$ cat config.mk
export PLATFORM = sky130hd
export DESIGN_NAME = bsc_queue
export DESIGN_NICKNAME = d
export VERILOG_FILES = /design/src/hdl/bsc_pkg.sv /design/src/hdl/bsc_queue.sv
export SDC_FILE = /design/constraint.sdc
export NUM_CORES = 1
export LEC_CHECK = 0
export BUFFER_PORTS_ARGS = -buffer_cell sky130_fd_sc_hd__buf_2
export CAP_MARGIN = 25
export CORE_ASPECT_RATIO = 1.4
export CORE_UTILIZATION = 30
export DETAILED_ROUTE_END_ITERATION = 6
export PLACE_DENSITY = 0.54
export RECOVER_POWER = 100
export SYNTH_ARGS = -nofsm -noshare
export SYNTH_HDL_FRONTEND = slang
export SYNTH_SLANG_ARGS = --single-unit
$ cat constraint.sdc
create_clock -name clk_i -period 2.76 [get_ports clk_i]
set_input_delay 0.552 -clock clk_i [delete_from_list [all_inputs] [get_ports clk_i]]
set_output_delay 0.552 -clock clk_i [all_outputs]
set_load 0.03 [all_outputs]
$ cat src/hdl/bsc_pkg.sv
// ----------------------------------------------------------------------------
// bsc_pkg
// Shared types and constants for the barometer compensation block.
// ----------------------------------------------------------------------------
`timescale 1ns / 1ps
`default_nettype none

package bsc_pkg;

  // field widths
  localparam int unsigned CalW   = 16;
  localparam int unsigned RawW   = 24;
  localparam int unsigned DtW    = 25;
  localparam int unsigned TempW  = 19;
  localparam int unsigned PresW  = 18;
  localparam int unsigned DataW  = 32;
  localparam int unsigned AddrW  = 5;
  localparam int unsigned NumCal = 6;

  // back end pipeline depth, output register included
  localparam int unsigned NumStages = 8;

  // default depth of the queue between front and back
  localparam int unsigned QueueDepth = 4;

  // temperature breakpoints, both relative to the 20.00 degC reference
  localparam logic signed [TempW-1:0] TempBase   = 19'sd2000;
  localparam logic signed [TempW-1:0] VeryLowOfs = 19'sd3500;

  // pressure saturation limit
  localparam logic [PresW-1:0] PresMax = {PresW{1'b1}};

  // register map, word index of each calibration word
  typedef enum logic [2:0] {
    REG_C1 = 3'd0,
    REG_C2 = 3'd1,
    REG_C3 = 3'd2,
    REG_C4 = 3'd3,
    REG_C5 = 3'd4,
    REG_C6 = 3'd5
  } cfg_reg_e;

  // factory calibration words
  typedef struct packed {
    logic [CalW-1:0] c1;
    logic [CalW-1:0] c2;
    logic [CalW-1:0] c3;
    logic [CalW-1:0] c4;
    logic [CalW-1:0] c5;
    logic [CalW-1:0] c6;
  } cal_t;

  // one queued sample: raw pressure and temperature difference
  typedef struct packed {
    logic        [RawW-1:0] d1;
    logic signed [DtW-1:0]  dt;
  } q_entry_t;

  // queue status seen by both sides
  typedef struct packed {
    logic full;
    logic empty;
  } q_stat_t;

endpackage

`default_nettype wire

$ cat src/hdl/bsc_queue.sv
// ----------------------------------------------------------------------------
// bsc_queue
// Small FIFO decoupling the input stage from the arithmetic pipeline.
// ----------------------------------------------------------------------------
`timescale 1ns / 1ps
`default_nettype none

module bsc_queue #(
  parameter int unsigned Depth = bsc_pkg::QueueDepth
) (
  input  wire logic         clk_i,
  input  wire logic         rst_ni,
  input  wire logic         push_i,
  input  bsc_pkg::q_entry_t entry_i,
  input  wire logic         pop_i,
  output bsc_pkg::q_entry_t entry_o,
  output bsc_pkg::q_stat_t  stat_o
);

  localparam int unsigned IdxW = (Depth > 1) ? $clog2(Depth) : 1;
  localparam int unsigned CntW = $clog2(Depth + 1);

  bsc_pkg::q_entry_t entries_q [Depth];
  logic [IdxW-1:0]   wr_ptr_q, wr_ptr_d;
  logic [IdxW-1:0]   rd_ptr_q, rd_ptr_d;
  logic [CntW-1:0]   cnt_q, cnt_d;

  assign stat_o.full  = (cnt_q == CntW'(Depth));
  assign stat_o.empty = (cnt_q == '0);
  assign entry_o      = entries_q[rd_ptr_q];

  // pointer wrap and fill count
  always_comb begin
    wr_ptr_d = wr_ptr_q;
    rd_ptr_d = rd_ptr_q;
    cnt_d    = cnt_q;
    if (push_i) begin
      wr_ptr_d = (wr_ptr_q == IdxW'(Depth - 1)) ? '0 : wr_ptr_q + 1'b1;
    end
    if (pop_i) begin
      rd_ptr_d = (rd_ptr_q == IdxW'(Depth - 1)) ? '0 : rd_ptr_q + 1'b1;
    end
    if (push_i && !pop_i) begin
      cnt_d = cnt_q + 1'b1;
    end else if (pop_i && !push_i) begin
      cnt_d = cnt_q - 1'b1;
    end
  end

  always_ff @(posedge clk_i or negedge rst_ni) begin
    if (!rst_ni) begin
      wr_ptr_q <= '0;
      rd_ptr_q <= '0;
      cnt_q    <= '0;
    end else begin
      wr_ptr_q <= wr_ptr_d;
      rd_ptr_q <= rd_ptr_d;
      cnt_q    <= cnt_d;
    end
  end

  // entry storage
  always_ff @(posedge clk_i) begin
    if (push_i) begin
      entries_q[wr_ptr_q] <= entry_i;
    end
  end

endmodule

`default_nettype wire

==> out/qor.csv <==
stage,metric,value,unit
status,status,"complete, but fails checks",
status,violations,"capacitance limit, slew limit",
drt,drcViolationCount,0,
global_routing,grt_pass1_wl,21700,microns
global_routing,antenna_found_initial,2,
yosys,syn_area,0.00754,sq mm
yosys,ys_seq_area_share,80.3,%
clock_network,clk-insertion-delay-late,480,ps
clock_network,clockBufferDepth,3,
drt,vias,3372,
die,die_w,136,microns
timing,relSlewSlack,-10.7,%
clock_network,root_buffer,clkbuf_16,
timing,drv_slew,34,
worst_setup_path,critPathRequiredTime,2210,ps
worst_setup_path,slowest_stage,dfrtp_4,
worst_setup_path,ff2ff_path_depth,4,
drt,drtIter0Drc,248,
worst_setup_path,cp_num_buf_inv,2,
die,core,0.0247,sq mm
placement,dp.cells,710,
timing,finalCritPeriodShare,95.7,%
clock_network,h-tree-depth,1,
die,initial_core_util,30.6,%
clock_network,cts_tree,yes,
timing,tns,0,ps
global_routing,grt_use_total,11.3,%
power_and_ir_drop,power_density,1110,mW/mm^2
yosys,synth.area.top_cells,"edfxtp_1 78%, mux4_2 14%, dfrtp_1 2.3%",
die,dieHeight,190,microns
finish,nNetsFinal,479,
finish,syn_to_final_growth,20.0,%
timing,setup_viol,0,
die,ios,104,
yosys,syn-num-nets,354,
finish,nFillCells,2284,
placement,place_hpwl,8800,microns
clock_network,cts-buffers-inserted,20,
yosys,postSynthCellCount,294,
die,fp.dieArea,0.0258,sq mm
worst_setup_path,critical_path.startpoint_type,register,
timing,skew,17.0,ps
power_and_ir_drop,p_total,10.0,mW
yosys,ys_seq_elements,203,
drt,vias_per_cell,4.51,
timing,finalCriticalPeriod,2640,ps
drt,routedWlPerCell,19.0,microns
global_routing,first_global_vias,3811,
timing,hold_violations,0,
yosys,yosys_warnings,0,
flow_run,maxCapViolations,3,
worst_setup_path,cp_slowest_stage_delay,600,ps
finish,final_common_cell,edfxtp_1,
global_routing,grt_max_degree,34,
yosys,avgSynthCellArea,25.7,sq um
worst_setup_path,path_depth,3,
timing,worst_slack,118,ps
global_routing,grt_remaining_overflow,0,
timing,rsz0062_at_grt,false,
drt,wl,14200,microns
clock_network,cts_sinks,203,
yosys,synth_top_area_cell,edfxtp_1,
placement,gp_routability_congestion,0.648,
worst_setup_path,arrival,2090,ps
drt,dr.pass1.iters,4,
finish,drive_gt1_share,31.3,%
min_path,holdCritPathClass,in -> reg,
placement,pre_cts_slack,382,ps
finish,final_cells,748,
power_and_ir_drop,p_leak,2.95,nW
yosys,synth_cell_types,20,
timing,worst_slew_pin_slew,1660,ps
worst_setup_path,critPathKind,reg -> out,
yosys,yosys.area.top_type_share,78.0,%
clock_network,clk_pin_slew,60,ps
worst_setup_path,crit_fanout,19,
min_path,holdPathStages,1,
drt,ant_nets,0,
finish,post-route-util,36.7,%
power_and_ir_drop,vdd_drop_max,603,uV
finish,mostFrequentLayoutCells,"196 x edfxtp_1, 64 x clkbuf_1, 48 x mux4_2",
worst_setup_path,cp-end-kind,output pin,
worst_setup_path,cp_top_family,flip-flops,
timing,max_freq,379,MHz
worst_setup_path,cp_cell_sequence,buf_12 > mux4_2 > buf_2,
placement,io_buffers,103,
die,rows,68,
-- final cells by class --
| class | instances | area, sq um | share of cell area, % |
|---|---|---|---|
| clock buffer | 29 | 556 | 6.14 |
| tap | 315 | 394 | 4.35 |
| antenna | 1 | 2.50 | 0.0276 |
| clock inverter | 6 | 53.8 | 0.594 |
| inverter | 4 | 15.0 | 0.166 |
| timing repair buffer | 115 | 633 | 6.99 |
| sequential | 203 | 6070 | 67.0 |
| multi-input combinational | 75 | 1330 | 14.7 |
-- per-stage QoR --
stage | instance area (sq um) | hold slack (ps)
after floorplan | 7540 | 256
final | 9050 | 325
after global routing | 9050 | 317
after global placement | 8500 | 395
after CTS | 9140 | 251
after detailed placement | 8500 | 401
-- registers in the layout, indices dropped and copies added, names as in the netlist --
signal	flops
cnt_q	3
rd_ptr_q	2
entries_q	196
wr_ptr_q	2
-- final timing paths --
kind                             start                to  slack [ps]
max                        rd_ptr_q[0]       entry_o[29]         120
min in group asynchronous       rst_ni          cnt_q[1]         500
max reg2reg                wr_ptr_q[0]   entries_q[0][7]         230
max in group asynchronous       rst_ni       rd_ptr_q[0]        1950
min reg2reg                   cnt_q[2]          cnt_q[2]         500
min                        entry_i[29]  entries_q[1][29]         330
-- synthesized netlist by cell type (all sizes together) --
library cell / number
inv: 4
dfrtp: 7
o21ai: 2
nor2: 3
nand2: 2
xnor2: 1
mux4: 49
buf: 11
mux2: 3
edfxtp: 196
nor3b: 1
clkbuf: 1
xor2: 2
nor3: 1
and2: 4
ha: 6
fa: 1
-- what timing repair did --
action                                  in CTS  in global routing
hold endpoints to repair                     7                  0
resized for setup                            1                  0
buffers inserted                             1                  0
endpoints found under the setup margin      44                  0
hold buffers                                 1                  0
-- worst reg2reg max path: stages (launching register included) --
cell and delay, ps:
dfrtp_1 410, inv_1 120, ha_1 150, and2_0 1010, buf_6 470
-- per-layer routing --
layer | GRT usage [%] | vias to the layer above | share of wire (%)
li1 | - | 1498 | -
met1 | 12.7 | 1774 | 38
met2 | 20.4 | 73 | 54
met3 | 3.12 | 25 | 5.9
met4 | 3.72 | 2 | 2.3
met5 | 0 | - | 0.056
-- where the power goes --
group | internal [mW] | switching (mW)
sequential | 3.97 | 0.264
clock | 1.49 | 1.04
combinational | 1.26 | 2.01
total | 6.72 | 3.32
-- logic make-up (layout without fill, tap and decap cells) --
kind of cell / Yosys count / count (layout) / share of synthesized area (%)
AO/OA/AOI/OAI: 2 / 2 / 0.133
buffers and inverters: 16 / 154 / 2.06
multiplexers: 52 / 52 / 15.1
XOR/XNOR: 3 / 3 / 0.348
adder cells (fa/ha/maj): 7 / 7 / 1.26
flip-flops: 203 / 203 / 80.3
AND/OR/NAND/NOR: 11 / 11 / 0.746
other: 0 / 1 / 0
No activity file was read; power rests on OpenSTA's default activity.
