[config.mk]
export PLATFORM = sky130hd
export DESIGN_NAME = bsc_front
export DESIGN_NICKNAME = d
export VERILOG_FILES = /design/src/hdl/bsc_pkg.sv /design/src/hdl/bsc_front.sv
export SDC_FILE = /design/constraint.sdc
export NUM_CORES = 1
export LEC_CHECK = 0
export BUFFER_PORTS_ARGS = -buffer_cell sky130_fd_sc_hd__buf_2
export CAP_MARGIN = 20
export CORE_MARGIN = 2
export CORE_UTILIZATION = 47
export CTS_BUF_LIST = sky130_fd_sc_hd__clkbuf_8
export CTS_CLUSTER_SIZE = 14
export DETAILED_ROUTE_END_ITERATION = 8
export PLACE_DENSITY = 0.83
export RECOVER_POWER = 100
export SLEW_MARGIN = 5
export SYNTH_ARGS = -nofsm -noshare
export SYNTH_HDL_FRONTEND = slang
export SYNTH_SLANG_ARGS = --single-unit
[constraint.sdc]
create_clock -name clk_i -period 3.7 [get_ports clk_i]
set_clock_uncertainty 0.05 [all_clocks]
set_input_delay 0.185 -clock clk_i [delete_from_list [all_inputs] [get_ports clk_i]]
set_output_delay 0.185 -clock clk_i [all_outputs]
set_load 0.02 [all_outputs]
[src/hdl/bsc_pkg.sv]
// ----------------------------------------------------------------------------
// bsc_pkg
// Shared types and constants for the barometer compensation block.
// ----------------------------------------------------------------------------
`timescale 1ns / 1ps
`default_nettype none

package bsc_pkg;

  // field widths
  localparam int unsigned CalW   = 16;
  localparam int unsigned RawW   = 24;
  localparam int unsigned DtW    = 25;
  localparam int unsigned TempW  = 19;
  localparam int unsigned PresW  = 18;
  localparam int unsigned DataW  = 32;
  localparam int unsigned AddrW  = 5;
  localparam int unsigned NumCal = 6;

  // back end pipeline depth, output register included
  localparam int unsigned NumStages = 8;

  // default depth of the queue between front and back
  localparam int unsigned QueueDepth = 4;

  // temperature breakpoints, both relative to the 20.00 degC reference
  localparam logic signed [TempW-1:0] TempBase   = 19'sd2000;
  localparam logic signed [TempW-1:0] VeryLowOfs = 19'sd3500;

  // pressure saturation limit
  localparam logic [PresW-1:0] PresMax = {PresW{1'b1}};

  // register map, word index of each calibration word
  typedef enum logic [2:0] {
    REG_C1 = 3'd0,
    REG_C2 = 3'd1,
    REG_C3 = 3'd2,
    REG_C4 = 3'd3,
    REG_C5 = 3'd4,
    REG_C6 = 3'd5
  } cfg_reg_e;

  // factory calibration words
  typedef struct packed {
    logic [CalW-1:0] c1;
    logic [CalW-1:0] c2;
    logic [CalW-1:0] c3;
    logic [CalW-1:0] c4;
    logic [CalW-1:0] c5;
    logic [CalW-1:0] c6;
  } cal_t;

  // one queued sample: raw pressure and temperature difference
  typedef struct packed {
    logic        [RawW-1:0] d1;
    logic signed [DtW-1:0]  dt;
  } q_entry_t;

  // queue status seen by both sides
  typedef struct packed {
    logic full;
    logic empty;
  } q_stat_t;

endpackage

`default_nettype wire

[src/hdl/bsc_front.sv]
// ----------------------------------------------------------------------------
// bsc_front
// Input stage: takes a sample pair, forms the temperature difference and
// hands the entry to the queue.
// ----------------------------------------------------------------------------
`timescale 1ns / 1ps
`default_nettype none

module bsc_front (
  input  wire logic                     clk_i,
  input  wire logic                     rst_ni,
  input  wire logic                     in_valid_i,
  output logic                          in_stall_o,
  input  wire logic [bsc_pkg::RawW-1:0] raw_pressure_i,
  input  wire logic [bsc_pkg::RawW-1:0] raw_temperature_i,
  input  wire logic [bsc_pkg::CalW-1:0] ref_temp_i,
  input  bsc_pkg::q_stat_t              q_stat_i,
  output logic                          push_o,
  output bsc_pkg::q_entry_t             entry_o
);

  logic              hold_vld_q, hold_vld_d;
  bsc_pkg::q_entry_t hold_q, hold_d;
  logic              accept;

  // stall only while the holding register cannot drain
  assign in_stall_o = hold_vld_q && q_stat_i.full;
  assign accept     = in_valid_i && !in_stall_o;
  assign push_o     = hold_vld_q && !q_stat_i.full;
  assign entry_o    = hold_q;

  // dT = D2 - C5 * 256
  always_comb begin
    hold_d.d1 = raw_pressure_i;
    hold_d.dt = $signed({1'b0, raw_temperature_i}) - $signed({1'b0, ref_temp_i, 8'd0});
  end

  assign hold_vld_d = accept || (hold_vld_q && !push_o);

  always_ff @(posedge clk_i or negedge rst_ni) begin
    if (!rst_ni) begin
      hold_vld_q <= 1'b0;
    end else begin
      hold_vld_q <= hold_vld_d;
    end
  end

  // payload holding register
  always_ff @(posedge clk_i) begin
    if (accept) begin
      hold_q <= hold_d;
    end
  end

endmodule

`default_nettype wire

==> impl_metrics.toml, run 1 <==
[critical_path]
critPathArrivalTime_ps = 2530
end_kind = "flop"
critPathRequiredTime_ps = 3560
crit_type = "flop to flop"
cp_max_fo = 26
critPathLaunchType = "flop"

[synth]
synth_top_area_cell = "edfxtp_1"
synthesis.nets = 252
synth_mux_area_frac = 0
ys_ff_latch = 50
ys_warn_count = 0
synth_top_area_share = 0.632
syn_inst = 166
synth-simple-area-share = 0.0757
synth_area_um2 = 2330
synth-compound-area-share = 0.108
synth_top_family_by_area = "compound AO/OA/AOI/OAI gates"
ys.flop_type = "edfxtp_1"
ys_top_cells_by_area = "edfxtp_1 (63%), ha_1 (8.6%), inv_1 (3.2%)"
synth_xor_area_frac = 0.0451
synthDistinctLibCells = 37
ys_seq_area_frac = 0.642
synthAdderAreaFrac = 0.0945
async_flop_share = 0.0200
synth_edf_count = 49
syn_area_per_cell_um2 = 14.0

[global_routing]
grt_overflow = 0
grt_pass1_vias = 1624
use_met3 = 0.0461
grt_usage = 0.175
antenna_found_initial = 0
grtUsageMet1 = 0.205
grt_util_met2 = 0.309
grt_max_degree = 27
top_usage_layer = "met2"
grt_pass1_wl_um = 7270

[floorplan]
boundaryPins = 120
floorplan.rows = 25
initial_core_util = 0.490
core_um2 = 4750
fp.dieW_um = 74.4
die_h_um = 74.4
dieArea_um2 = 5540

[final_layout]
fillers = 443
areaGrowthSynthToFinish_pct = 30.1
final-seq-area_um2 = 1500
final_layout_size_suffix_gt1_frac = 0.267
multi_input_area_um2 = 726
final_area_um2 = 3030
diodes = 0
final_nets = 381

[clock_network]
post-cts-setup-buffer-count = 0
path_clk_slew_ps = 80
clockBufferDepth = 2
cts_num_sinks = 50
cts_tree = "yes"
hold_buffers = 1
h-tree-depth = 2
numCtsBuffers = 5
cts.repair.resized = 0
clockRootBuffer = "clkbuf_8"
clk_latency_ps = 290

[power_and_ir_drop]
powerDensity_nw_per_um2 = 410
leakage_nw = 1.28
switching_share = 0.269
internal_power_mw = 0.908
finalPower_mw = 1.24
comb_power_share = 0.216
power_frac_seq = 0.555
ir_drop_uv = 187
p_clk_frac = 0.229
p_sw_mw = 0.334

[timing]
max_freq_mhz = 374
setup_slack_ps = 1030
rsz0062_at_grt = "false"
slew_headroom = 0.127
hold_violations = 0
setup-tns-final_ps = 0
min_period_over_period = 0.722
setup_viol = 0
fin_crit_ps = 2670
slew_violations = 0
max_slew.worst_pin.slew_ps = 1310

[routing]
via_per_inst = 4.78
drtIter0Drc = 65
drt_pass1_iterations = 4
avgRoutedWirePerCell_um = 13.9
wl_um = 5040
vias = 1736
drtAntennaViolNets = 0
drc_errors = 0

[place]
dpl.hpwl_um = 3840
dpl_worst_slack_ps = 1420
gp_congestion = 0.857
placed_cell_area_um2 = 3010
numPortBuffers = 118

[hold_path]
hold_path.class = "primary input to flop"

[run]
cap_violations = 0

[outcome]
status = "completed"
==> cell usage after synthesis (2+ instances only) <==
library cell  number
o21ai_0            5
xnor2_1            7
ha_1              16
nand3_1            2
nand4_1            3
xor2_1             5
nor2b_1            3
a21oi_1           14
edfxtp_1          49
o211ai_1           2
inv_1             20
nor2_1             5
nand2b_1           4
nand2_1            7
and2_1             2
==> critical path, cell delays in order (launching register included) <==
cell and delay, ps:
dfrtp_1 390, and2_0 260, nor2b_4 550, clkbuf_1 1020
==> path summary, 6_finish.rpt <==
path	startpoint	end	slack [ps]	cells after the start
worst min-delay path	raw_temperature_i[6]	entry_o[6]	10	1
worst max-delay path	hold_vld_q	entry_o[25]	1030	3
min in group asynchronous	rst_ni	hold_vld_q	180	2
worst max register to register	hold_vld_q	entry_o[25]	1030	3
worst min register to register	hold_vld_q	hold_vld_q	820	2
max in group asynchronous	rst_ni	hold_vld_q	3330	2
==> cell families (layout without fill, tap and decap cells) <==
kind of cell	Yosys count	after routing
AO/OA/AOI/OAI	34	34
adder cells (fa/ha/maj)	17	17
XOR/XNOR	12	12
AND/OR/NAND/NOR	32	32
buffers and inverters	21	151
flip-flops	50	50
==> cells in the final DEF, fill, tap and decap left out, types with 6 or more instances in the layout <==
| master | n |
|---|---|
| ha_1 | 16 |
| inv_1 | 21 |
| o21ai_0 | 6 |
| buf_2 | 66 |
| xnor2_1 | 7 |
| nand2_1 | 7 |
| a21oi_1 | 14 |
| edfxtp_1 | 49 |
| clkbuf_1 | 53 |
==> power groups by stage <==
stage	logic [mW]	clock network, mW	registers (mW)
after floorplan	0.131	0	0.754
after global placement	0.276	0	0.697
after detailed placement	0.285	0	0.700
after CTS	0.287	0.289	0.687
after global routing	0.297	0.307	0.694
final	0.269	0.285	0.689
==> flip-flops by register name, indices dropped and copies added (netlist names) <==
register / count
entry_o: 49
hold_vld_q: 1
==> per-stage QoR <==
stage / hold WS (ps) / utilization / std cells
after global placement: -85.8 / 0.634 / 351
after global routing: 1.05 / 0.638 / 363
after detailed placement: -80.5 / 0.634 / 351
after floorplan: -161 / - / 166
final: 13.5 / 0.638 / 363
after CTS: 5.70 / 0.653 / 360
==> area by class of cell <==
class | count | share of cell area
clock inverter | 3 | 0.00413
clock buffer | 5 | 0.0227
sequential | 50 | 0.494
multi-input combinational | 95 | 0.239
inverter | 20 | 0.0248
timing repair buffer | 123 | 0.188
tap | 67 | 0.0277
==> routing by layer <==
| layer | share of wire | vias up |
|---|---|---|
| met3 | 0.098 | 9 |
| li1 | - | 858 |
| met1 | 0.38 | 783 |
| met5 | 0 | - |
| met4 | 0.020 | 0 |
| met2 | 0.50 | 86 |
No activity file was read; power rests on OpenSTA's default activity.
==> run 2, diff against run 1 <==
--- a/config.mk
+++ b/config.mk
@@ -8,11 +8,11 @@
 export BUFFER_PORTS_ARGS = -buffer_cell sky130_fd_sc_hd__buf_2
 export CAP_MARGIN = 20
 export CORE_MARGIN = 2
-export CORE_UTILIZATION = 47
+export CORE_UTILIZATION = 42
 export CTS_BUF_LIST = sky130_fd_sc_hd__clkbuf_8
 export CTS_CLUSTER_SIZE = 14
 export DETAILED_ROUTE_END_ITERATION = 8
-export PLACE_DENSITY = 0.83
+export PLACE_DENSITY = 0.78
 export RECOVER_POWER = 100
 export SLEW_MARGIN = 5
 export SYNTH_ARGS = -nofsm -noshare
==> constraint.sdc (replaced) <==
create_clock -name clk_i -period 2.2 [get_ports clk_i]
set_clock_uncertainty 0.05 [all_clocks]
set_input_delay 0.11 -clock clk_i [delete_from_list [all_inputs] [get_ports clk_i]]
set_output_delay 0.11 -clock clk_i [all_outputs]
set_load 0.02 [all_outputs]
==> run 2 against run 1 <==
  * Die area is 11% higher
  * Core utilization is 1.8 points lower
  * Power is 74% higher
  * Largest power group unchanged
  * Worst hold slack better by 63 ps
  * Clock power is 77% higher
  * Critical path type unchanged
  * Final cell count is 9.6% higher
  * Wire length is 0.69% higher
  * Combinational power is 86% higher
==> impl_metrics.toml, run 2 (same netlist as run 1, synthesis figures left out) <==
[outcome]
status = "completed"

[critical_path]
crit_family = "buffers and inverters"
slowest_stage = "buf_2"
critPathArrivalTime_ps = 1830
end_kind = "flop"
crit_type = "flop to flop"
critPathBufInv = 1
cp_max_fo = 49
critPathRequiredTime_ps = 2070
slowest_delay_ps = 800
critPathLaunchType = "flop"
path_cells = "and2_0, nor2b_4, buf_2"

[timing]
setup-tns-final_ps = 0
max_slew.worst_pin.slew_ps = 1040
hold_violations = 0
rsz0062_at_grt = "false"
max_freq_mhz = 511
min_period_over_period = 0.890
fin_crit_ps = 1960
slew_violations = 0
slew_headroom = 0.306
setup_viol = 0

[final_layout]
diodes = 0
layout_commonest_cell = "buf_2"
areaGrowthSynthToFinish_pct = 44.7
final_area_um2 = 3370
fillers = 475
largest_register_ffs = 49
layout.cells.most_common_list = "buf_2 (66), clkbuf_1 (53), edfxtp_1 (49)"
final_nets = 411
final_layout_size_suffix_gt1_frac = 0.252

[clock_network]
h-tree-depth = 2
clk_latency_ps = 290
cts_num_sinks = 50
cts_tree = "yes"
path_clk_slew_ps = 80
post-cts-setup-buffer-count = 0
cts.repair.resized = 0
clockBufferDepth = 2
numCtsBuffers = 5
hold_buffers = 34
clockRootBuffer = "clkbuf_8"

[power_and_ir_drop]
powerDensity_nw_per_um2 = 642
leakage_nw = 1.41
power_frac_seq = 0.535
ir_drop_uv = 272
p_sw_mw = 0.594
p_clk_frac = 0.233
switching_share = 0.274
comb_power_share = 0.231
internal_power_mw = 1.57

[routing]
vias = 1836
avgRoutedWirePerCell_um = 12.7
via_per_inst = 4.61
drtAntennaViolNets = 0
drtIter0Drc = 59
drc_errors = 0
wl_um = 5070
drt_pass1_iterations = 6

[place]
numPortBuffers = 118
gp_congestion = 0.849
dpl.hpwl_um = 3570
placed_cell_area_um2 = 3030

[floorplan]
initial_core_util = 0.428
core_um2 = 5440
fp.dieW_um = 78.5
floorplan.rows = 27
dieArea_um2 = 6160
die_h_um = 78.5
boundaryPins = 120

[global_routing]
grt_usage = 0.168
grt_pass1_vias = 1787
grt_pass1_wl_um = 7970
grt_overflow = 0
antenna_found_initial = 0
grt_max_degree = 50

[run]
cap_violations = 0

[hold_path]
hold_path.class = "primary input to asynchronous set/reset pin"
[run 2: changes by cell type in the layout (fill, tap and decap cells not counted), sizes merged]
cell and change:
clkinv -2, clkinvlp +2, dlygate4sd3 +30
[run 2: per-stage QoR]
stage / power (mW) / util / hold WS (ps) / setup slack, ps / cells
2_1_floorplan: 1.49 / - / -236 / 232 / 166
3_3_place_gp: 1.64 / 0.558 / -164 / 49.2 / 356
3_5_place_dp: 1.66 / 0.558 / -164 / 8.78 / 356
4_1_cts: 2.21 / 0.636 / 51.8 / 325 / 398
5_1_grt: 2.28 / 0.620 / 72.4 / 124 / 398
6_report: 2.17 / 0.620 / 76.9 / 243 / 398
[run 2: final timing paths]
check | from | end | slack (ps) | cells after the start
worst min register to register | hold_vld_q | hold_vld_q | 720 | 2
worst min-delay path | rst_ni | hold_vld_q | 80 | 2
max in group asynchronous | rst_ni | hold_vld_q | 1940 | 2
worst max register to register | hold_vld_q | entry_o[10] | 240 | 3
worst max-delay path | hold_vld_q | entry_o[10] | 240 | 3
min in group clk_i | ref_temp_i[0] | entry_o[8] | 140 | 3
[run 2: per-layer routing]
| layer | vias to the layer above | global-route usage | part of all wire |
|---|---|---|---|
| met2 | 69 | 0.315 | 0.53 |
| met1 | 839 | 0.183 | 0.39 |
| met5 | - | 0 | 0 |
| met3 | 8 | 0.0391 | 0.063 |
| met4 | 0 | 0.0632 | 0.017 |
| li1 | 920 | - | - |
[run 2: cell type report]
class	count	area [um2]	area share
Tap cell	72	90.1	0.0267
Multi-Input combinational cell	95	752	0.223
Sequential cell	50	1500	0.444
Clock inverter	3	18.8	0.00557
Clock buffer	5	68.8	0.0204
Timing Repair Buffer	153	870	0.258
Inverter	20	75.1	0.0223
[run 2: power groups by stage]
| stage | logic, mW | clock network, mW | registers, mW |
|---|---|---|---|
| after floorplan | 0.222 | 0 | 1.27 |
| after global placement | 0.470 | 0 | 1.17 |
| after detailed placement | 0.483 | 0 | 1.18 |
| after CTS | 0.532 | 0.522 | 1.15 |
| after global routing | 0.553 | 0.568 | 1.16 |
| final | 0.501 | 0.505 | 1.16 |
