--- config.mk ---
export PLATFORM = sky130hd
export DESIGN_NAME = bsc_cfg
export DESIGN_NICKNAME = d
export VERILOG_FILES = /design/src/hdl/bsc_pkg.sv /design/src/hdl/bsc_cfg.sv
export SDC_FILE = /design/constraint.sdc
export NUM_CORES = 1
export LEC_CHECK = 0
export ABC_AREA = 1
export BUFFER_PORTS_ARGS = -buffer_cell sky130_fd_sc_hd__buf_4
export CAP_MARGIN = 5
export CORE_MARGIN = 2
export CORE_UTILIZATION = 55
export CTS_BUF_LIST = sky130_fd_sc_hd__clkbuf_8 sky130_fd_sc_hd__clkbuf_16
export DETAILED_ROUTE_END_ITERATION = 12
export PLACE_DENSITY_LB_ADDON = 0.08
export REMOVE_ABC_BUFFERS = 1
export SETUP_SLACK_MARGIN = 0.5
export SKIP_LAST_GASP = 1
export SLEW_MARGIN = 20
export SYNTH_ARGS = -nofsm -noshare
export SYNTH_HDL_FRONTEND = slang
export SYNTH_SLANG_ARGS = --single-unit
--- constraint.sdc ---
create_clock -name clk_i -period 2.1 [get_ports clk_i]
set_input_delay 0.42 -clock clk_i [delete_from_list [all_inputs] [get_ports clk_i]]
set_output_delay 0.42 -clock clk_i [all_outputs]
set_load 0.005 [all_outputs]
--- src/hdl/bsc_pkg.sv ---
// ----------------------------------------------------------------------------
// bsc_pkg
// Shared types and constants for the barometer compensation block.
// ----------------------------------------------------------------------------
`timescale 1ns / 1ps
`default_nettype none

package bsc_pkg;

  // field widths
  localparam int unsigned CalW   = 16;
  localparam int unsigned RawW   = 24;
  localparam int unsigned DtW    = 25;
  localparam int unsigned TempW  = 19;
  localparam int unsigned PresW  = 18;
  localparam int unsigned DataW  = 32;
  localparam int unsigned AddrW  = 5;
  localparam int unsigned NumCal = 6;

  // back end pipeline depth, output register included
  localparam int unsigned NumStages = 8;

  // default depth of the queue between front and back
  localparam int unsigned QueueDepth = 4;

  // temperature breakpoints, both relative to the 20.00 degC reference
  localparam logic signed [TempW-1:0] TempBase   = 19'sd2000;
  localparam logic signed [TempW-1:0] VeryLowOfs = 19'sd3500;

  // pressure saturation limit
  localparam logic [PresW-1:0] PresMax = {PresW{1'b1}};

  // register map, word index of each calibration word
  typedef enum logic [2:0] {
    REG_C1 = 3'd0,
    REG_C2 = 3'd1,
    REG_C3 = 3'd2,
    REG_C4 = 3'd3,
    REG_C5 = 3'd4,
    REG_C6 = 3'd5
  } cfg_reg_e;

  // factory calibration words
  typedef struct packed {
    logic [CalW-1:0] c1;
    logic [CalW-1:0] c2;
    logic [CalW-1:0] c3;
    logic [CalW-1:0] c4;
    logic [CalW-1:0] c5;
    logic [CalW-1:0] c6;
  } cal_t;

  // one queued sample: raw pressure and temperature difference
  typedef struct packed {
    logic        [RawW-1:0] d1;
    logic signed [DtW-1:0]  dt;
  } q_entry_t;

  // queue status seen by both sides
  typedef struct packed {
    logic full;
    logic empty;
  } q_stat_t;

endpackage

`default_nettype wire

--- src/hdl/bsc_cfg.sv ---
// ----------------------------------------------------------------------------
// bsc_cfg
// APB register file for the six calibration words, with read back.
// ----------------------------------------------------------------------------
`timescale 1ns / 1ps
`default_nettype none

module bsc_cfg (
  input  wire logic                      clk_i,
  input  wire logic                      rst_ni,
  input  wire logic                      psel,
  input  wire logic                      penable,
  input  wire logic                      pwrite,
  input  wire logic [bsc_pkg::AddrW-1:0] paddr,
  input  wire logic [bsc_pkg::DataW-1:0] pwdata,
  output logic      [bsc_pkg::DataW-1:0] prdata,
  output logic                           pready,
  output bsc_pkg::cal_t                  cal_o
);

  bsc_pkg::cal_t     cal_q, cal_d;
  bsc_pkg::cfg_reg_e reg_idx;
  logic              wr_en;
  logic [bsc_pkg::CalW-1:0] rd_word;

  assign reg_idx = bsc_pkg::cfg_reg_e'(paddr[bsc_pkg::AddrW-1:2]);
  assign wr_en   = psel && penable && pwrite;
  assign pready  = 1'b1;

  // write decode, addresses past the map are dropped
  always_comb begin
    cal_d = cal_q;
    if (wr_en) begin
      unique case (reg_idx)
        bsc_pkg::REG_C1: cal_d.c1 = pwdata[bsc_pkg::CalW-1:0];
        bsc_pkg::REG_C2: cal_d.c2 = pwdata[bsc_pkg::CalW-1:0];
        bsc_pkg::REG_C3: cal_d.c3 = pwdata[bsc_pkg::CalW-1:0];
        bsc_pkg::REG_C4: cal_d.c4 = pwdata[bsc_pkg::CalW-1:0];
        bsc_pkg::REG_C5: cal_d.c5 = pwdata[bsc_pkg::CalW-1:0];
        bsc_pkg::REG_C6: cal_d.c6 = pwdata[bsc_pkg::CalW-1:0];
        default: ;
      endcase
    end
  end

  // read mux
  always_comb begin
    unique case (reg_idx)
      bsc_pkg::REG_C1: rd_word = cal_q.c1;
      bsc_pkg::REG_C2: rd_word = cal_q.c2;
      bsc_pkg::REG_C3: rd_word = cal_q.c3;
      bsc_pkg::REG_C4: rd_word = cal_q.c4;
      bsc_pkg::REG_C5: rd_word = cal_q.c5;
      bsc_pkg::REG_C6: rd_word = cal_q.c6;
      default:         rd_word = '0;
    endcase
  end

  assign prdata = {{(bsc_pkg::DataW - bsc_pkg::CalW){1'b0}}, rd_word};
  assign cal_o  = cal_q;

  // calibration registers
  always_ff @(posedge clk_i or negedge rst_ni) begin
    if (!rst_ni) begin
      cal_q <= '0;
    end else begin
      cal_q <= cal_d;
    end
  end

endmodule

`default_nettype wire

==> key figures, run 1 <==
CTS
  • CTS tree: done
  • Clk sinks: 96
  • Clk_lat worst skew: roughly 0.36 ns
  • Root Driver: clkbuf_8
  • Inserted Clock Buffers: 9
  • Clk buf depth: 2
  • CTS hold repair buffers: 0
  • CTS clk-pin slew, worst paths: roughly 0.10 ns
  • H-Tree Depth: 3

Power
  • Cell Pwr Density: ~770 nW/um2
  • Maximum VDD drop: 427 uV
  • Pleak: ~3.9 nW

Yosys
  • Area fraction of the dominant cell type after synthesis: about 47%
  • Cells after Synth: 621
  • Synth top area cells: dfrtp_1, nand2_1, o21ai_0
  • Synthesized area: approximately 5000 um2
  • Yosys cell types: 24
  • Primary FF master, synth: dfrtp_1
  • Synth Register Bits: 96
  • EDFF count, synth: 0
  • Top post-synthesis cells by count: nand2_1, dfrtp_1, o21ai_0
  • Area leader, netlist: dfrtp_1
  • Most common cell in the netlist: nand2_1
  • Share of synthesized registers carrying an async set or reset: 100%
  • Yosys Warn Count: 0
  • Syn avg cell area: 8.15 um2
  • Register area share after synthesis: between 40% and 50%

Drt
  • Wire per inst: 17.0 um
  • DRC errors left: 0
  • Pre-Repair DR Iteration Count: 7
  • Routed WL: roughly 16000 um
  • Vias per cell: ~5.5
  • Detail Route Antenna Nets: 0
  • Vias: roughly 5200
  • Drt first-iter violations: 371

Final layout
  • Filler cells: approximately 630
  • Final instance area: slightly above 7000 um2
  • Final nets: 870
  • Ant diodes: 0
  • Area Growth Syn to Fin: 40.8%
  • Max reg flops: 96
  • Fraction of layout cells with a size suffix above 1: between 30 and 40%

STA
  • Hold Vio Cnt, Final: 0
  • Worst clock skew: 0 ns
  • Final period util: 79.9%
  • Fmax: 0.596 GHz
  • Final Max Slew Viols: 0
  • Tmin final: 1.68 ns
  • Max-slew headroom: a little over three fifths
  • Setup TNS: 0 ns
  • Final setup viols: 0
  • RSZ-0062 raised after global routing: yes
  • Measured slew at the worst slew-check pin: ~0.55 ns

Worst setup path
  • Setup crit end kind: output pin
  • Crit path max-delay family: simple AND/OR/NAND/NOR gates
  • Critical path class: input pin to output pin
  • Slowest cell delay on critical path: 0.17 ns
  • Crit Path Max Fanout: 11
  • CP max-delay cell: nor2_8
  • CP arrival: between 1 and 1.5 ns
  • Startpoint types: input pin
  • WP buf/inv: 3
  • Critical-path cell list: buf_12, nor2_8, buf_12, nand3_1, nand2_1, nor2_2, nand2_1, buf_4
  • Critical path required time: 1.68 ns

Die
  • Row count: 35
  • Core footprint: approximately 9100 um2
  • Die H: 100 um
  • Die width: roughly 100 um
  • Die footprint: ~10000 um2
  • I/O pin count: approximately 170
  • Initial Util: between 50% and 60%

GRT
  • Vias in the first global route: 4811
  • GRT Util Overall: approximately a third
  • GRT overflow: 0
  • Largest net degree at the start of global routing: slightly below 100
  • First-pass GRT wire length: 24700 um
  • Initial antenna violation count: 0

Placed design
  • Cell Area, Placed: just over 6000 um2
  • Placer Congestion: ~0.82
  • I/O Buffers: roughly 140
  • Detailed placement HPWL: 9480 um

Min path
  • Tightest Hold Check Type: input pin to asynchronous set/reset pin

Job
  • # Max-Cap Violations: 0

Run status
  • Outcome: complete, no violations
-- cell type report --
class	instances	area (um2)	share of cell area (%)
sequential	96	2400	33.7
inverter	36	163	2.28
clock inverter	6	43.8	0.614
tap	111	139	1.95
multi-input combinational	447	2230	31.2
timing repair buffer	238	2020	28.3
clock buffer	10	138	1.93
-- report_power, final --
part	leakage (nW)	switching, W	total (W)	internal (W)
clock network	0.0926	0.000669	0.00114	0.000468
logic	2.62	0.000830	0.00190	0.00107
registers	1.23	0.000244	0.00244	0.00220
total	3.95	0.00174	0.00548	0.00374
-- repair_timing --
item	4_1_cts	5_1_grt
endpoints found under the hold margin	0	0
gates cloned	3	2
pin swaps	19	24
buffers inserted	54	28
endpoints found under the setup margin	16	32
resized for setup	29	16
-- logic make-up (layout without fill, tap and decap cells) --
kind of cell | count (synthesis) | count (layout) | synth area share [%]
AND/OR/NAND/NOR | 322 | 324 | 29.7
AO/OA/AOI/OAI | 106 | 106 | 11.7
flip-flops | 96 | 96 | 47.4
buffers and inverters | 95 | 290 | 11.0
other | 2 | 17 | 0.148
-- metrics by stage --
| stage | worst slack, ns | instances | hold slack (ns) | power, W | utilization [%] |
|---|---|---|---|---|---|
| after floorplan | -0.338 | 577 | 0.124 | 0.00296 | - |
| after global placement | 0.207 | 841 | 0.492 | 0.00386 | 66.8 |
| after detailed placement | 0.161 | 841 | 0.502 | 0.00391 | 66.8 |
| after CTS | 0.452 | 914 | 0.126 | 0.00531 | 75.4 |
| after global routing | 0.360 | 944 | 0.142 | 0.00579 | 78.6 |
| final | 0.421 | 944 | 0.0672 | 0.00548 | 78.6 |
-- final timing paths --
check	slack (ns)	depth (start not counted)	to	startpoint
setup / recovery	0.42	8	prdata[13]	paddr[3]
hold / removal	0.07	2	cal_o[60]	rst_ni
setup reg to reg	1.16	4	cal_o[20]	cal_o[20]
hold reg to reg	0.53	2	cal_o[68]	cal_o[68]
max in group asynchronous	1.57	2	cal_o[80]	rst_ni
min in group clk_i	0.29	3	cal_o[90]	pwdata[10]
-- worst register-to-register path, stage by stage (launching register included) --
cell and delay, ns:
dfrtp_1 0.40, buf_4 0.13, buf_4 0.12, o21ai_0 0.08, nand2_1 0.09
-- per-layer routing --
layer | GRT usage, % | up-vias | share of wire, %
met5 | 0 | - | 0
met4 | 11.5 | 0 | 2.1
met3 | 4.87 | 29 | 7.9
met2 | 51.3 | 250 | 48
met1 | 43.4 | 2454 | 41
li1 | - | 2420 | -
-- placed cells by master, fill, tap and decap left out, types with 4 or more instances in the layout --
cell,count
buf_4,216
nand2_1,205
dfrtp_1,96
o21ai_0,63
nand4_1,38
nand3_1,35
inv_1,33
nor2_1,19
o21ai_1,17
conb_1,17
o21ai_2,16
a21oi_1,10
clkbuf_8,10
nor2_2,8
buf_12,8
buf_6,6
nor2_8,4
nand3_2,4
nand3_4,4
buf_8,4
No activity file was read; power rests on OpenSTA's default activity.
==> run 2, diff against run 1 <==
--- a/config.mk
+++ b/config.mk
@@ -5,11 +5,11 @@
 export SDC_FILE = /design/constraint.sdc
 export NUM_CORES = 1
 export LEC_CHECK = 0
-export ABC_AREA = 1
+export ABC_AREA = 0
 export BUFFER_PORTS_ARGS = -buffer_cell sky130_fd_sc_hd__buf_4
 export CAP_MARGIN = 5
 export CORE_MARGIN = 2
-export CORE_UTILIZATION = 55
+export CORE_UTILIZATION = 45
 export CTS_BUF_LIST = sky130_fd_sc_hd__clkbuf_8 sky130_fd_sc_hd__clkbuf_16
 export DETAILED_ROUTE_END_ITERATION = 12
 export PLACE_DENSITY_LB_ADDON = 0.08
==> constraint.sdc (replaced) <==
create_clock -name clk_i -period 1.5 [get_ports clk_i]
set_input_delay 0.3 -clock clk_i [delete_from_list [all_inputs] [get_ports clk_i]]
set_output_delay 0.3 -clock clk_i [all_outputs]
set_load 0.005 [all_outputs]
==> run 2 against run 1 <==
Compared with the run above: the run now ends with setup timing left; synthesized cell count is 46% lower; via count down 27%; worst setup slack got worse by 0.76 ns; combinational power grew 84%; critical path type is now flip-flop to output pin; critical endpoint is now prdata[11].
==> key figures, run 2 <==
Run status
  • Outcome: complete, but fails checks
  • Failing checks: setup timing

GRT
  • Initial antenna violation count: 0
  • GRT overflow: 0
  • Largest net degree at the start of global routing: 40
  • GRT Util Overall: between 20% and 30%
  • First-pass GRT wire length: between 20000 and 25000 um
  • Vias in the first global route: about 3700

Yosys
  • EDFF count, synth: 0
  • Cells after Synth: 335
  • Register area share after synthesis: approximately 52%
  • Share of synthesized registers carrying an async set or reset: 100%
  • Yosys Warn Count: 0
  • Most common cell in the netlist: mux2_2
  • Yosys cell types: 30
  • Top post-synthesis cells by count: mux2_2, dfrtp_1, mux2i_1
  • Primary FF master, synth: dfrtp_1
  • Syn avg cell area: about 14 um2
  • Synthesized area: 4600 um2
  • Synth top area cells: dfrtp_1, mux2_2, mux2i_1
  • Synth Register Bits: between 90 and 100
  • Area fraction of the dominant cell type after synthesis: between 50% and 60%
  • Area leader, netlist: dfrtp_1

Worst setup path
  • End of the worst register-to-register path: cal_o[64]
  • Setup crit end: prdata[11]
  • Crit Path Max Fanout: 2
  • Setup crit end kind: output pin
  • Startpoint types: flip-flop
  • Reg2Reg Depth: 4
  • Reg2reg start: cal_o[64]
  • CP arrival: about 1.5 ns
  • Crit. Startpoint: cal_o[59]
  • Critical path required time: between 1 and 1.5 ns
  • R2r setup slk: roughly 0.37 ns
  • Critical path class: flip-flop to output pin

STA
  • RSZ-0062 raised after global routing: yes
  • Final WS setup: -0.335 ns
  • Tmin final: ~1.8 ns
  • Fmax: 0.545 GHz
  • Final period util: 122%
  • Hold Vio Cnt, Final: 0
  • Final Max Slew Viols: 0
  • Worst clock skew: 0 ns
  • Final setup viols: 16

Die
  • Core footprint: just under 10000 um2
  • Die H: 105 um
  • Initial Util: 46.7%
  • Row count: 36
  • I/O pin count: roughly 170
  • Die width: between 100 and 150 um
  • Die footprint: around 11000 um2

Power
  • Maximum VDD drop: ~650 uV
  • Cell Pwr Density: approximately 1100 nW/um2
  • Total power after layout: between 0.008 and 0.009 W
  • Pleak: slightly below 4 nW

CTS
  • CTS clk-pin slew, worst paths: between 0.1 and 0.15 ns
  • Clk buf depth: 2
  • Clk_lat worst skew: 0.36 ns
  • Root Driver: clkbuf_8
  • CTS tree: done
  • H-Tree Depth: 3
  • Clk sinks: 96
  • Inserted Clock Buffers: 9

Final layout
  • Final core occ: between 70 and 80%
  • Filler cells: ~560
  • Final non-filler cell total: roughly 730
  • Ant diodes: 0
  • Max reg flops: 96
  • Most frequent cells in the layout: buf_4, buf_6, dfrtp_1
  • Area Growth Syn to Fin: 70.6%
  • Final nets: roughly 630
  • Commonest non-fill, non-tap cell in the layout: buf_4
  • Fraction of layout cells with a size suffix above 1: between 60 and 70%
  • Final instance area: between 7000 and 8000 um2

Drt
  • Vias per cell: about 5.2
  • DRC errors left: 0
  • Drt first-iter violations: ~130
  • Pre-Repair DR Iteration Count: 4
  • Vias: between 3000 and 4000
  • Detail Route Antenna Nets: 0
  • Wire per inst: 20.4 um
  • Routed WL: 14800 um

Min path
  • Tightest Hold Check Type: input pin to flip-flop

Placed design
  • I/O Buffers: ~140
  • Total placed cells including tap cells: 624
  • Placer Congestion: 0.790
  • Detailed placement HPWL: about 9000 um
  • Cell Area, Placed: 6010 um2

Job
  • # Max-Cap Violations: 0
## run 2: cell types whose count changed after synthesis, sizes merged, moves of 8 or more
cell   delta
nand4    -37
mux2i    +26
mux2    +108
a21oi     -8
buf      -19
nand2   -196
nor2     -23
o21ai    -94
nand3    -40
inv      -35
## run 2: final cells by class
class,count,area [um2],share of cell area [%]
well taps,133,166,2.12
clock inverters,6,91.3,1.16
repair buffers,265,2620,33.3
multi-input cells,216,2430,31.0
inverters,1,3.75,0.0478
flip-flops and latches,96,2400,30.6
clock buffers,10,138,1.75
## run 2: through the flow
stage	setup TNS (ns)	hold WS, ns	setup slack [ns]
after floorplan	-2.20	0.00441	-0.138
after global placement	-16.01	0.205	-0.209
after detailed placement	-17.70	0.217	-0.207
after CTS	-3.46	0.196	-0.279
after global routing	-4.60	0.198	-0.433
final	-3.47	0.204	-0.335
## run 2: kinds of logic after synthesis
group                  after synthesis  share of synthesized area [%]
muxes                              134                           32.1
DFF                                 96                           52.2
buffers and inverters               38                           5.57
and+or+nand+nor                     37                           5.27
AOI/OAI and AO/OA                   28                           4.73
other                                2                          0.163
## run 2: how the worst min path moves through the flow
stage	start	endpoint	slack [ns]	cells past startpoint
floorplan	rst_ni	cal_o[0]	0.004	0
global placement	rst_ni	cal_o[52]	0.21	1
detailed placement	rst_ni	cal_o[36]	0.22	1
CTS	pwdata[5]	cal_o[37]	0.20	2
global route	pwdata[8]	cal_o[24]	0.20	2
finish	pwdata[8]	cal_o[88]	0.20	2
## run 2: power by group
group / total [W] / switching, W / internal, W
Clock: 0.00194 / 0.000945 / 0.000997
Combinational: 0.00350 / 0.00109 / 0.00241
Sequential: 0.00354 / 0.000447 / 0.00309
## run 2: repair_timing
action,4_1_cts,5_1_grt
buffers inserted,42,41
cloned,2,1
hold endpoints to repair,18,0
setup endpoints to repair,208,208
resized for setup,151,75
hold buffers,1,0
pin swaps,7,7
## run 2: worst max-delay path: stages, from the launching register on
cell	delay, ns
dfrtp_1	0.41
mux2_2	0.29
a221oi_2	0.25
a31oi_1	0.09
buf_4	0.15
## run 2: layer usage
metal  wire, um  vias to the layer above  GRT usage, %
li1           -                     1700             -
met1       6600                     1933          35.1
met2       7210                      137          40.6
met5          0                        -             0
met4        192                        0          5.81
met3        829                       12          4.80
